### config.mk
export PLATFORM = sky130hd
export DESIGN_NAME = rbf_cell
export DESIGN_NICKNAME = d
export VERILOG_FILES = /design/src/hw/rtl/rbf_pkg.sv /design/src/hw/rtl/rbf_cell.sv
export SDC_FILE = /design/constraint.sdc
export NUM_CORES = 1
export LEC_CHECK = 0
export ABC_CLOCK_PERIOD_IN_PS = 2000
export BUFFER_PORTS_ARGS = -buffer_cell sky130_fd_sc_hd__buf_2
export CORE_MARGIN = 1
export CORE_UTILIZATION = 45
export CTS_CLUSTER_SIZE = 40
export DETAILED_ROUTE_END_ITERATION = 12
export HOLD_SLACK_MARGIN = 0.12
export PLACE_DENSITY = 0.95
export SYNTH_ARGS = -nofsm -noshare
export SYNTH_HDL_FRONTEND = slang
export SYNTH_SLANG_ARGS = --single-unit
### constraint.sdc
create_clock -name clk -period 2 [get_ports clk]
set_clock_uncertainty 0.2 [all_clocks]
set_input_delay 0.4 -clock clk [delete_from_list [all_inputs] [get_ports clk]]
set_output_delay 0.4 -clock clk [all_outputs]
set_load 0.01 [all_outputs]
### src/hw/rtl/rbf_pkg.sv
// Shared constants and types for the Gaussian RBF network evaluator.
package rbf_pkg;

    localparam int NUM_KERNELS = 16;
    localparam int KCNT_W      = (NUM_KERNELS > 1) ? $clog2(NUM_KERNELS) : 1;

    // exp(-a/64) table, unsigned Q0.16
    localparam int ROM_SIZE = 1024;
    localparam int ROM_AW   = 10;
    localparam int EXP_W    = 16;
    localparam logic [31:0] EXP_STEP_Q32 = 32'd4228380000;

    localparam logic [15:0] INV_WIDTH_RESET = 16'd6400;

    localparam logic REQ_LOAD = 1'b0;
    localparam logic REQ_EVAL = 1'b1;

    localparam int TERM_W = 32;
    localparam int OUT_W  = 24;
    localparam int ACC_W  = (TERM_W + KCNT_W + 1 > OUT_W + 17) ?
                            (TERM_W + KCNT_W + 1) : (OUT_W + 17);

    typedef struct packed {
        logic signed [15:0] cx;
        logic signed [15:0] cy;
        logic signed [15:0] w;
    } kernel_t;

endpackage

### src/hw/rtl/rbf_cell.sv
// One kernel cell of the rotating ring: holds a center and a weight.
module rbf_cell (
    input  logic             clk,
    input  logic             rst_n,
    input  logic             load_en,
    input  rbf_pkg::kernel_t load_data,
    input  logic             shift_en,
    input  rbf_pkg::kernel_t shift_in,
    output rbf_pkg::kernel_t data
);

    import rbf_pkg::*;

    kernel_t data_reg;
    kernel_t data_next;

    always_comb
    begin
        data_next = data_reg;
        priority if (load_en)
        begin
            data_next = load_data;
        end
        else if (shift_en)
        begin
            data_next = shift_in;
        end
    end

    always_ff @(posedge clk or negedge rst_n)
    begin
        if (!rst_n)
        begin
            data_reg <= '0;
        end
        else
        begin
            data_reg <= data_next;
        end
    end

    assign data = data_reg;

endmodule

* Yosys cells after proc, flatten, opt, wreduce, memory -nomap -nowiden
Index checks and enable logic that the tools add are counted.
** Operators by class
- Muxes and demuxes :: 2
- Reduce and logical (&&, ||, !) cells :: 1
** Operators by type and width (count)
- $mux W48 :: 2
- $reduce_bool A2 Y1 :: 1
** Storage, ports and cells
- Output and inout bits :: 48
- Register bits after elaboration :: 48
- Word-level logic and storage cells :: 6
- Input port bits :: 100

* Logic depth before layout (Yosys ltp)
Gate-level depths: netlist of the first run.
- Word-level depth :: 2
- Mapped depth :: 5
- Depth with buffers taken out :: 2

* Worst setup path before layout of the first run
OpenSTA, ideal clock, no wires.
- Path kind :: in2reg
- Start :: input shift_en
- End :: register data_reg, in the netlist data[17]
- Data required time :: 1.668 ns
- Path slack :: 0.678 ns
- Setup time :: 0.132 ns
- Buffers on the path :: 3
- Arrival :: 0.990 ns
- Stages on the path :: 5
- Path through :: buf_6 buf_12 buf_12 mux2i_1 o21ai_1
** Between the ends
- Longest elaborated chain between the ends :: 1
** Ends and longest elaborated chain
- start, declared :: line rbf_cell.sv:7 : input logic shift_en,
- $reduce_bool A2 Y1 (no source line)
- end signal, assigned :: line rbf_cell.sv:38 : data_reg <= data_next;
- end, declared :: line rbf_cell.sv:14 : kernel_t data_reg;
No other way between the ends.
A chain may end at the register's enable or synchronous reset.

* Final worst setup path of the first run
- Start :: register data_reg, in the netlist data[46]
- End :: output data[46] (netlist name)
** RTL lines
- end, declared :: line rbf_cell.sv:9 : output rbf_pkg::kernel_t data
No word-level cell between the ends.

==> results of run 1 <==
[through the flow]
stage	setup WS, ns	power (mW)	instance area, um2	util
floorplan	0.678	1.35	2240	-
global placement	0.523	1.56	2970	0.624
detailed placement	0.449	1.58	2970	0.624
CTS	0.542	2.20	3290	0.692
global route	0.494	2.30	3290	0.692
finish	0.561	2.18	3290	0.692
[cell families (layout without fill, tap and decap cells)]
family	after synthesis	count (layout)
and+or+nand+nor	48	48
AOI/OAI and AO/OA	48	48
muxes	48	48
buffers and inverters	16	181
DFF	48	48
[synth_stat cells (all sizes together)]
library cell   n  area share
buf           11       0.053
clkbuf         5      0.0084
dfrtp         48        0.54
mux2i         48        0.21
nand2         48       0.080
o21ai         48        0.11
[power by group through the flow]
stage	sequential [mW]	combinational (mW)	clock (mW)
final	1.11	0.488	0.581
after global routing	1.12	0.539	0.643
after CTS	1.11	0.489	0.602
after detailed placement	1.12	0.455	0
after global placement	1.12	0.435	0
after floorplan	1.17	0.183	0
[what timing repair did]
item / CTS / global route
gates resized for setup: 0 / 0
hold buffers: 23 / 0
hold endpoints to repair: 70 / 0
[area by class of cell]
type	instances	area share
clock buffer	8	0.0274
multi-input combinational	144	0.274
sequential	48	0.365
tap	67	0.0255
timing repair buffer	173	0.308
[per-layer routing]
| metal | share of wire | global-route usage | routed length, um |
|---|---|---|---|
| met5 | 0 | 0 | 0 |
| met1 | 0.37 | 0.244 | 2230 |
| met2 | 0.56 | 0.455 | 3330 |
| met3 | 0.054 | 0.0444 | 323 |
| met4 | 0.013 | 0.0871 | 79 |
[final timing paths]
| kind | from | end | slack, ns |
|---|---|---|---|
| setup reg to reg | data[7]$_DFFE_PN0P_ | data[7]$_DFFE_PN0P_ | 0.99 |
| hold / removal | load_data[13] | data[13]$_DFFE_PN0P_ | 0.12 |
| max in group asynchronous | rst_n | data[19]$_DFFE_PN0P_ | 0.65 |
| min in group asynchronous | rst_n | data[9]$_DFFE_PN0P_ | 0.55 |
| hold reg to reg | data[23]$_DFFE_PN0P_ | data[23]$_DFFE_PN0P_ | 0.35 |
| setup / recovery | data[46]$_DFFE_PN0P_ | data[46] | 0.56 |
==> key figures, run 1 <==
Placed design
  – Placer Congestion: about 0.73
  – Port Buffers: ~150
  – Hpwl dp: approximately 4000 um
  – Placed Instances: a little over 400

Pwr
  – Flop pwr share: 0.509
  – Static Leak: between 1.5 and 2 nW
  – Sw Ratio: 0.270
  – Comb power frac: 0.224
  – Power Internal: roughly 1.6 mW
  – Worst VDD drop: between 0.3 and 0.4 mV
  – Clock network fraction of total power: 0.267
  – Power Dens Cells: approximately 660 mW/mm2
  – Net Sw Power: just under 0.6 mW

CTS
  – Post-CTS setup buffer count: 0
  – H-tree depth: 2
  – Worst-Skew Late Latency: 0.29 ns
  – Clock slew at reported path FFs: about 0.080 ns
  – Cts bufs inserted: 5
  – Root Buffer: clkbuf_8
  – Maximum root-to-sink buffer count: 2
  – Clock sink count: 48
  – CTS tree: yes

Finish
  – Final nets: 472
  – Reg area: around 0.0012 mm2
  – Fin cells: 440
  – Multi-input gate area: around 900 um2
  – Commonest non-fill, non-tap cell in the layout: buf_2
  – Most frequent cells in the layout: 147 x buf_2, 48 x mux2i_1, 48 x nand2_1, 48 x dfrtp_1, 28 x o21ai_0
  – Largest register FFs: 48
  – Layout cells sized above 1: 0.418
  – Fillers: just under 400
  – Layout area overhead: 46.9%
  – ANT cells: 0

Critical path
  – Arr. time, crit path: ~0.84 ns
  – Crit-path cells: buf_2
  – Crit Path Category: flip-flop to output pin
  – Critical Path Max Stage Delay: around 0.4 ns
  – Worst setup SP type: flip-flop
  – Crit path max fanout: 2
  – R2r worst-path depth: 2
  – CP delay by family, top: flip-flops
  – WP depth: 1
  – CP bufs+invs: 1
  – Crit end category: output pin
  – Crit path required time: approximately 1.4 ns
  – CP max stage cell: dfrtp_1

Min path
  – Worst Hold Class: input port to flip-flop
  – Worst hold stages: 3

Route
  – DR DRC count: 0
  – WL per Instance: 13.5 um
  – Routed Antenna Nets: 0
  – Total wire length: approximately 6000 um
  – Vias per cell: just under 5
  – DRT iter0 DRCs: about 120
  – First-pass DRT Iterations: 4
  – Vias: 2,128

Floorplanning
  – Die width: roughly 73 um
  – Initial Util: 0.471
  – Die H: between 70 and 80 um
  – Die footprint: approximately 0.0053 mm2
  – Row cnt: 25
  – I/O pins: 148
  – Core Box Area: 0.00475 mm2

STA
  – Final worst path period share: 0.719
  – Fin. Hold Viols: 0
  – Final min period: between 1 and 1.5 ns
  – TNS Setup: 0 ns
  – RSZ-0062 raised after global routing: no
  – Max Fclk: 0.695 GHz
  – Slew HR: 0.605
  – Final hold slack: 0.124 ns
  – Setup Viol. Count Final: 0
  – Max-slew violations: 0
  – Slew @ Worst Pin: approximately 0.59 ns

Global route
  – Total GRT Usage: 0.233
  – Initial antenna violation count: 0
  – Vias in the first global route: roughly 2,200
  – Largest net degree at the start of global routing: 97
  – Total gr overflow: 0
  – First-pass GRT wire length: just over 9000 um

Flow run
  – Max_cap viols: 0

Yosys
  – Synth Area per Inst: roughly 11 um2
  – Sequential cell area fraction in the yosys report: 0.536
  – Yosys cell types: 9
  – Mapped cell area: 0.00224 mm2
  – Yosys warns: 0
  – Post-synthesis xor/xnor area fraction: 0
  – Compound-Gate Fraction of Synth Area: 0.107
  – Post-Synth Adder-Cell Area: 0
  – Synth Area in Simple Gates: 0.0804
  – Post-Syn Nets: roughly 300
  – Largest family of logic cells by synthesized area: multiplexers
  – Post-synthesis mux area share: 0.215
  – Yosys reg bits: 48
  – Gate Count Post-Synth: between 200 and 250

Run status
  – Status: completed
(Power assumes the default switching activity.)
==> run 2: changes to the inputs <==
- ABC_AREA: unset -> 1
- ABC_CLOCK_PERIOD_IN_PS: 2000 -> 1500
- CORE_UTILIZATION: 45 -> 41
- PLACE_DENSITY: 0.95 -> 0.92
- clock period: 2 -> 1.5 ns (I/O delays scaled with it)
==> key figures, run 2 <==
Run status
  – Status: completed

Finish
  – Commonest non-fill, non-tap cell in the layout: buf_2
  – Reg area: 0.00120 mm2
  – Most frequent cells in the layout: 147 x buf_2, 97 x dlygate4sd3_1, 96 x nand2_1, 96 x nand3_1, 48 x dfrtp_1
  – Largest register FFs: 48
  – ANT cells: 0
  – Layout cells sized above 1: 0.326
  – Fillers: between 200 and 300
  – Final nets: roughly 600
  – Multi-input gate area: between 800 and 900 um2
  – Layout area overhead: 89.2%

Yosys
  – Yosys cell types: 8
  – Ys async rst share: 1.00
  – Mapped cell area: ~0.0021 mm2
  – Gate Count Post-Synth: between 200 and 300
  – Sequential cell area fraction in the yosys report: 0.559
  – Top cells by area, synth: dfrtp_1 56%, nand3_1 22%, nand2_1 17%, buf_2 2.6%, buf_4 1.0%
  – Area fraction of the dominant cell type after synthesis: 0.559
  – Commonest cells in the netlist: 96 x nand2_1, 96 x nand3_1, 48 x dfrtp_1
  – Post-Syn Nets: ~360
  – Primary FF master, synth: dfrtp_1
  – Synth Area per Inst: 8.20 um2
  – Yosys warns: 0
  – Post-synth EDFFs: 0
  – Leading area contributor after synthesis: dfrtp_1
  – Yosys reg bits: between 40 and 50

Critical path
  – CP bufs+invs: 1
  – Crit path required time: 1.00 ns
  – Arr. time, crit path: about 0.86 ns
  – Crit Path Category: flip-flop to output pin
  – Critical Path Max Stage Delay: between 0.4 and 0.5 ns
  – CP delay by family, top: flip-flops
  – Worst setup SP type: flip-flop
  – CP max stage cell: dfrtp_1
  – Crit path max fanout: 2
  – Crit-path cells: buf_2
  – Crit end category: output pin

CTS
  – Gates resized, CTS repair: 0
  – Cts bufs inserted: 5
  – CTS tree: yes
  – H-tree depth: 2
  – Post-CTS setup buffer count: 0
  – Root Buffer: clkbuf_8
  – Maximum root-to-sink buffer count: 2
  – Worst-Skew Late Latency: slightly below 0.3 ns
  – Clock sink count: 48
  – Clock slew at reported path FFs: approximately 0.080 ns

STA
  – Fin. Hold Viols: 0
  – Slew @ Worst Pin: approximately 0.28 ns
  – Max-slew violations: 0
  – TNS Setup: 0 ns
  – Setup Viol. Count Final: 0
  – Final worst path period share: 0.909
  – Final min period: around 1.4 ns
  – Slew HR: 0.816
  – Max Fclk: 0.733 GHz
  – Min setup slack post-route: roughly 0.14 ns
  – RSZ-0062 raised after global routing: no

Route
  – Vias per cell: roughly 5.3
  – First-pass DRT Iterations: 6
  – DR DRC count: 0
  – DRT iter0 DRCs: ~240
  – Routed Antenna Nets: 0
  – WL per Instance: ~17 um
  – Total wire length: ~9900 um
  – Vias: between 3,000 and 4,000

Pwr
  – Worst VDD drop: just under 0.6 mV
  – Power Dens Cells: just under 800 mW/mm2
  – Final Power: roughly 3.1 mW
  – Static Leak: 2.10 nW

Placed design
  – Setup slack at placement: roughly 0.24 ns
  – Placer Congestion: 0.752
  – Hpwl dp: roughly 4300 um
  – Port Buffers: around 150

Global route
  – Largest net degree at the start of global routing: between 40 and 50
  – Vias in the first global route: ~3,100
  – Initial antenna violation count: 0
  – First-pass GRT wire length: around 15,000 um
  – Total GRT Usage: 0.366
  – Total gr overflow: 0

Floorplanning
  – I/O pins: approximately 150
  – Die footprint: around 0.0055 mm2
  – Initial Util: 0.441
  – Row cnt: 25
  – Die H: 74.4 um
  – Core Box Area: slightly below 0.005 mm2
  – Die width: around 74 um

Min path
  – Worst Hold Class: input port to flip-flop

Flow run
  – Max_cap viols: 0
-- run 2: changes by cell type after synthesis, moves of 6 or more --
cell	previous run	this run
nand3_1	0	96
mux2i_1	48	0
nand2_1	48	96
o21ai_0	28	0
o21ai_1	20	0
buf_2	5	11
-- run 2: cell type report --
class,count,share of cell area
repair buffers,253,0.452
flip-flops and latches,48,0.295
multi-input cells,193,0.209
clock buffers,8,0.0221
well taps,67,0.0206
inverters,1,0.000923
-- run 2: timing repair --
action	in CTS	in global routing
endpoints found under the hold margin	96	0
hold buffers	97	0
endpoints found under the setup margin	0	0
-- run 2: power by group --
part	switching [mW]	internal, mW
clock network	0.396	0.376
registers	0.0754	1.41
logic	0.414	0.449
total	0.885	2.24
-- run 2: layer usage --
layer | up-vias | part of all wire | GRT usage
li1 | 1346 | - | -
met2 | 241 | 0.51 | 0.636
met5 | - | 0 | 0
met4 | 0 | 0.055 | 0.266
met1 | 1391 | 0.33 | 0.367
met3 | 58 | 0.11 | 0.118
-- run 2: cells by family (layout without fill, tap and decap cells) --
family        Yosys count  in the layout  share of synthesized area
flops                  48             48                      0.559
simple gates          193            193                      0.393
buf+inv                21            262                     0.0483
-- run 2: stage by stage --
| stage | util | cell area [um2] | hold WS, ns | cells |
|---|---|---|---|---|
| after global routing | 0.834 | 4070 | 0.199 | 570 |
| final | 0.834 | 4070 | 0.189 | 570 |
| after detailed placement | 0.616 | 3010 | 0.0992 | 465 |
| after floorplan | - | 2150 | -0.196 | 262 |
| after global placement | 0.616 | 3010 | 0.100 | 465 |
| after CTS | 0.834 | 4070 | 0.163 | 570 |
-- run 2: path summary, 6_finish.rpt --
kind / from / end / slack [ns] / cells after the start
min in group asynchronous: rst_n / data[21]$_DFFE_PN0P_ / 0.32 / 3
max in group asynchronous: rst_n / data[14]$_DFFE_PN0P_ / 0.55 / 3
setup / recovery: data[19]$_DFFE_PN0P_ / data[19] / 0.14 / 1
setup reg to reg: data[19]$_DFFE_PN0P_ / data[19]$_DFFE_PN0P_ / 0.59 / 2
hold / removal: shift_en / data[32]$_DFFE_PN0P_ / 0.19 / 3
hold reg to reg: data[1]$_DFFE_PN0P_ / data[1]$_DFFE_PN0P_ / 0.28 / 2
==> run 3: changes to the inputs <==
- CAP_MARGIN: unset -> 25
- CORE_UTILIZATION: 41 -> 43
- CTS_BUF_LIST: unset -> sky130_fd_sc_hd__clkbuf_8
- PLACE_DENSITY: 0.92 -> 0.95
==> key figures, run 3 (same netlist as run 2, synthesis figures left out) <==
Pwr
  – Flop pwr share: 0.478
  – Worst VDD drop: 0.558 mV
  – Clock network fraction of total power: 0.249
  – Static Leak: about 2.1 nW
  – Power Dens Cells: a little under 800 mW/mm2
  – Power Internal: between 2 and 2.5 mW
  – Sw Ratio: 0.289
  – Net Sw Power: between 0.9 and 1 mW
  – Comb power frac: 0.273

Global route
  – Total gr overflow: 0
  – Initial antenna violation count: 0
  – Vias in the first global route: 3,180
  – First-pass GRT wire length: around 15,000 um
  – Total GRT Usage: 0.383
  – Largest net degree at the start of global routing: 49

Critical path
  – Worst setup SP type: flip-flop
  – Arr. time, crit path: 0.86 ns
  – Crit Path Category: flip-flop to output pin
  – Crit end category: output pin
  – Crit-path cells: buf_2
  – Crit path required time: 1.00 ns
  – CP max stage cell: dfrtp_1
  – Crit path max fanout: 2
  – CP delay by family, top: flip-flops
  – Critical Path Max Stage Delay: just over 0.4 ns
  – CP bufs+invs: 1

Finish
  – ANT cells: 0
  – Final Util: 0.850
  – Largest register FFs: between 40 and 50
  – Layout cells sized above 1: 0.323
  – Final nets: 600
  – Layout area overhead: 88.0%
  – Design area: roughly 0.0040 mm2
  – Commonest non-fill, non-tap cell in the layout: buf_2
  – Most frequent cells in the layout: 147 x buf_2, 97 x dlygate4sd3_1, 96 x nand2_1, 96 x nand3_1, 48 x dfrtp_1

CTS
  – Clock slew at reported path FFs: roughly 0.090 ns
  – Cts bufs inserted: 5
  – Root Buffer: clkbuf_8
  – Worst-Skew Late Latency: a little under 0.3 ns
  – Maximum root-to-sink buffer count: 2
  – Clock sink count: between 40 and 50
  – CTS tree: yes
  – H-tree depth: 2

Route
  – DRT iter0 DRCs: 235
  – First-pass DRT Iterations: 5
  – Vias: slightly above 3,000
  – Routed Antenna Nets: 0
  – DR DRC count: 0
  – Total wire length: 9680 um
  – Vias per cell: around 5.5
  – WL per Instance: between 15 and 20 um

STA
  – Final worst path period share: 0.905
  – RSZ-0062 raised after global routing: no
  – Max-slew violations: 0
  – Slew HR: 0.799
  – Final min period: between 1 and 1.5 ns
  – Final hold slack: around 0.28 ns
  – Slew @ Worst Pin: 0.301 ns
  – Min setup slack post-route: roughly 0.14 ns
  – Max Fclk: ~0.74 GHz
  – Fin. Hold Viols: 0
  – TNS Setup: 0 ns
  – Setup Viol. Count Final: 0

Floorplanning
  – Initial Util: 0.452
  – Row cnt: 25
  – Die footprint: around 0.0053 mm2
  – Die width: between 70 and 80 um
  – Die H: approximately 73 um
  – I/O pins: between 100 and 150
  – Core Box Area: ~0.0048 mm2

Placed design
  – Setup slack at placement: 0.257 ns
  – Cell Area, Placed: about 0.0030 mm2
  – Port Buffers: about 150
  – Hpwl dp: about 4300 um
  – Placer Congestion: roughly 0.74

Min path
  – Worst Hold Class: flip-flop to flip-flop

Run status
  – Status: completed

Flow run
  – Max_cap viols: 0
## run 3: cell types whose count changed in the layout (fill, tap and decap cells not counted), sizes merged
cell / change
clkbuf: -2
inv: +2
buf: -2
## run 3: final timing paths
path,startpoint,end,slack (ns),cells after the start
max,data[23]$_DFFE_PN0P_,data[23],0.14,1
min reg2reg,data[29]$_DFFE_PN0P_,data[29]$_DFFE_PN0P_,0.28,2
min,data[29]$_DFFE_PN0P_,data[29]$_DFFE_PN0P_,0.28,2
max reg2reg,data[5]$_DFFE_PN0P_,data[5]$_DFFE_PN0P_,0.58,2
min in group asynchronous,rst_n,data[17]$_DFFE_PN0P_,0.33,3
max in group asynchronous,rst_n,data[26]$_DFFE_PN0P_,0.55,3
## run 3: stage by stage
stage          cells  power (mW)
2_1_floorplan    262        1.76
3_3_place_gp     463        2.09
3_5_place_dp     463        2.11
4_1_cts          568        3.07
5_1_grt          568        3.24
6_report         568        3.12
## run 3: repair_timing
action,CTS,global route
resized for setup,0,0
setup endpoints to repair,0,0
endpoints found under the hold margin,96,0
buffers inserted,0,0
hold buffers,97,0
## run 3: worst min-delay path: cells and delay by family, from the launching register on
family           cells  cell delay, ns
DFF                  1            0.35
and+or+nand+nor      2            0.10
## run 3: metal layers
layer / vias up / routed length, um / track usage
li1: 1339 / - / -
met1: 1382 / 3260 / 0.402
met2: 295 / 4810 / 0.652
met3: 88 / 929 / 0.108
met4: 0 / 680 / 0.292
met5: - / 0 / 0
## run 3: power groups by stage
stage                     Sequential (mW)  Clock (mW)  Combinational [mW]
after global placement               1.50           0               0.586
after global routing                 1.50       0.819               0.918
final                                1.49       0.777               0.853
after CTS                            1.48       0.784               0.803
after detailed placement             1.50           0               0.611
after floorplan                      1.56           0               0.203
## run 3: area by class of cell
class / count / area [um2]
fillers: 254 / 714
flip-flops and latches: 48 / 1200
inverters: 1 / 3.75
clock inverters: 2 / 7.51
well taps: 67 / 83.8
multi-input cells: 193 / 852
clock buffers: 6 / 82.6
repair buffers: 251 / 1810
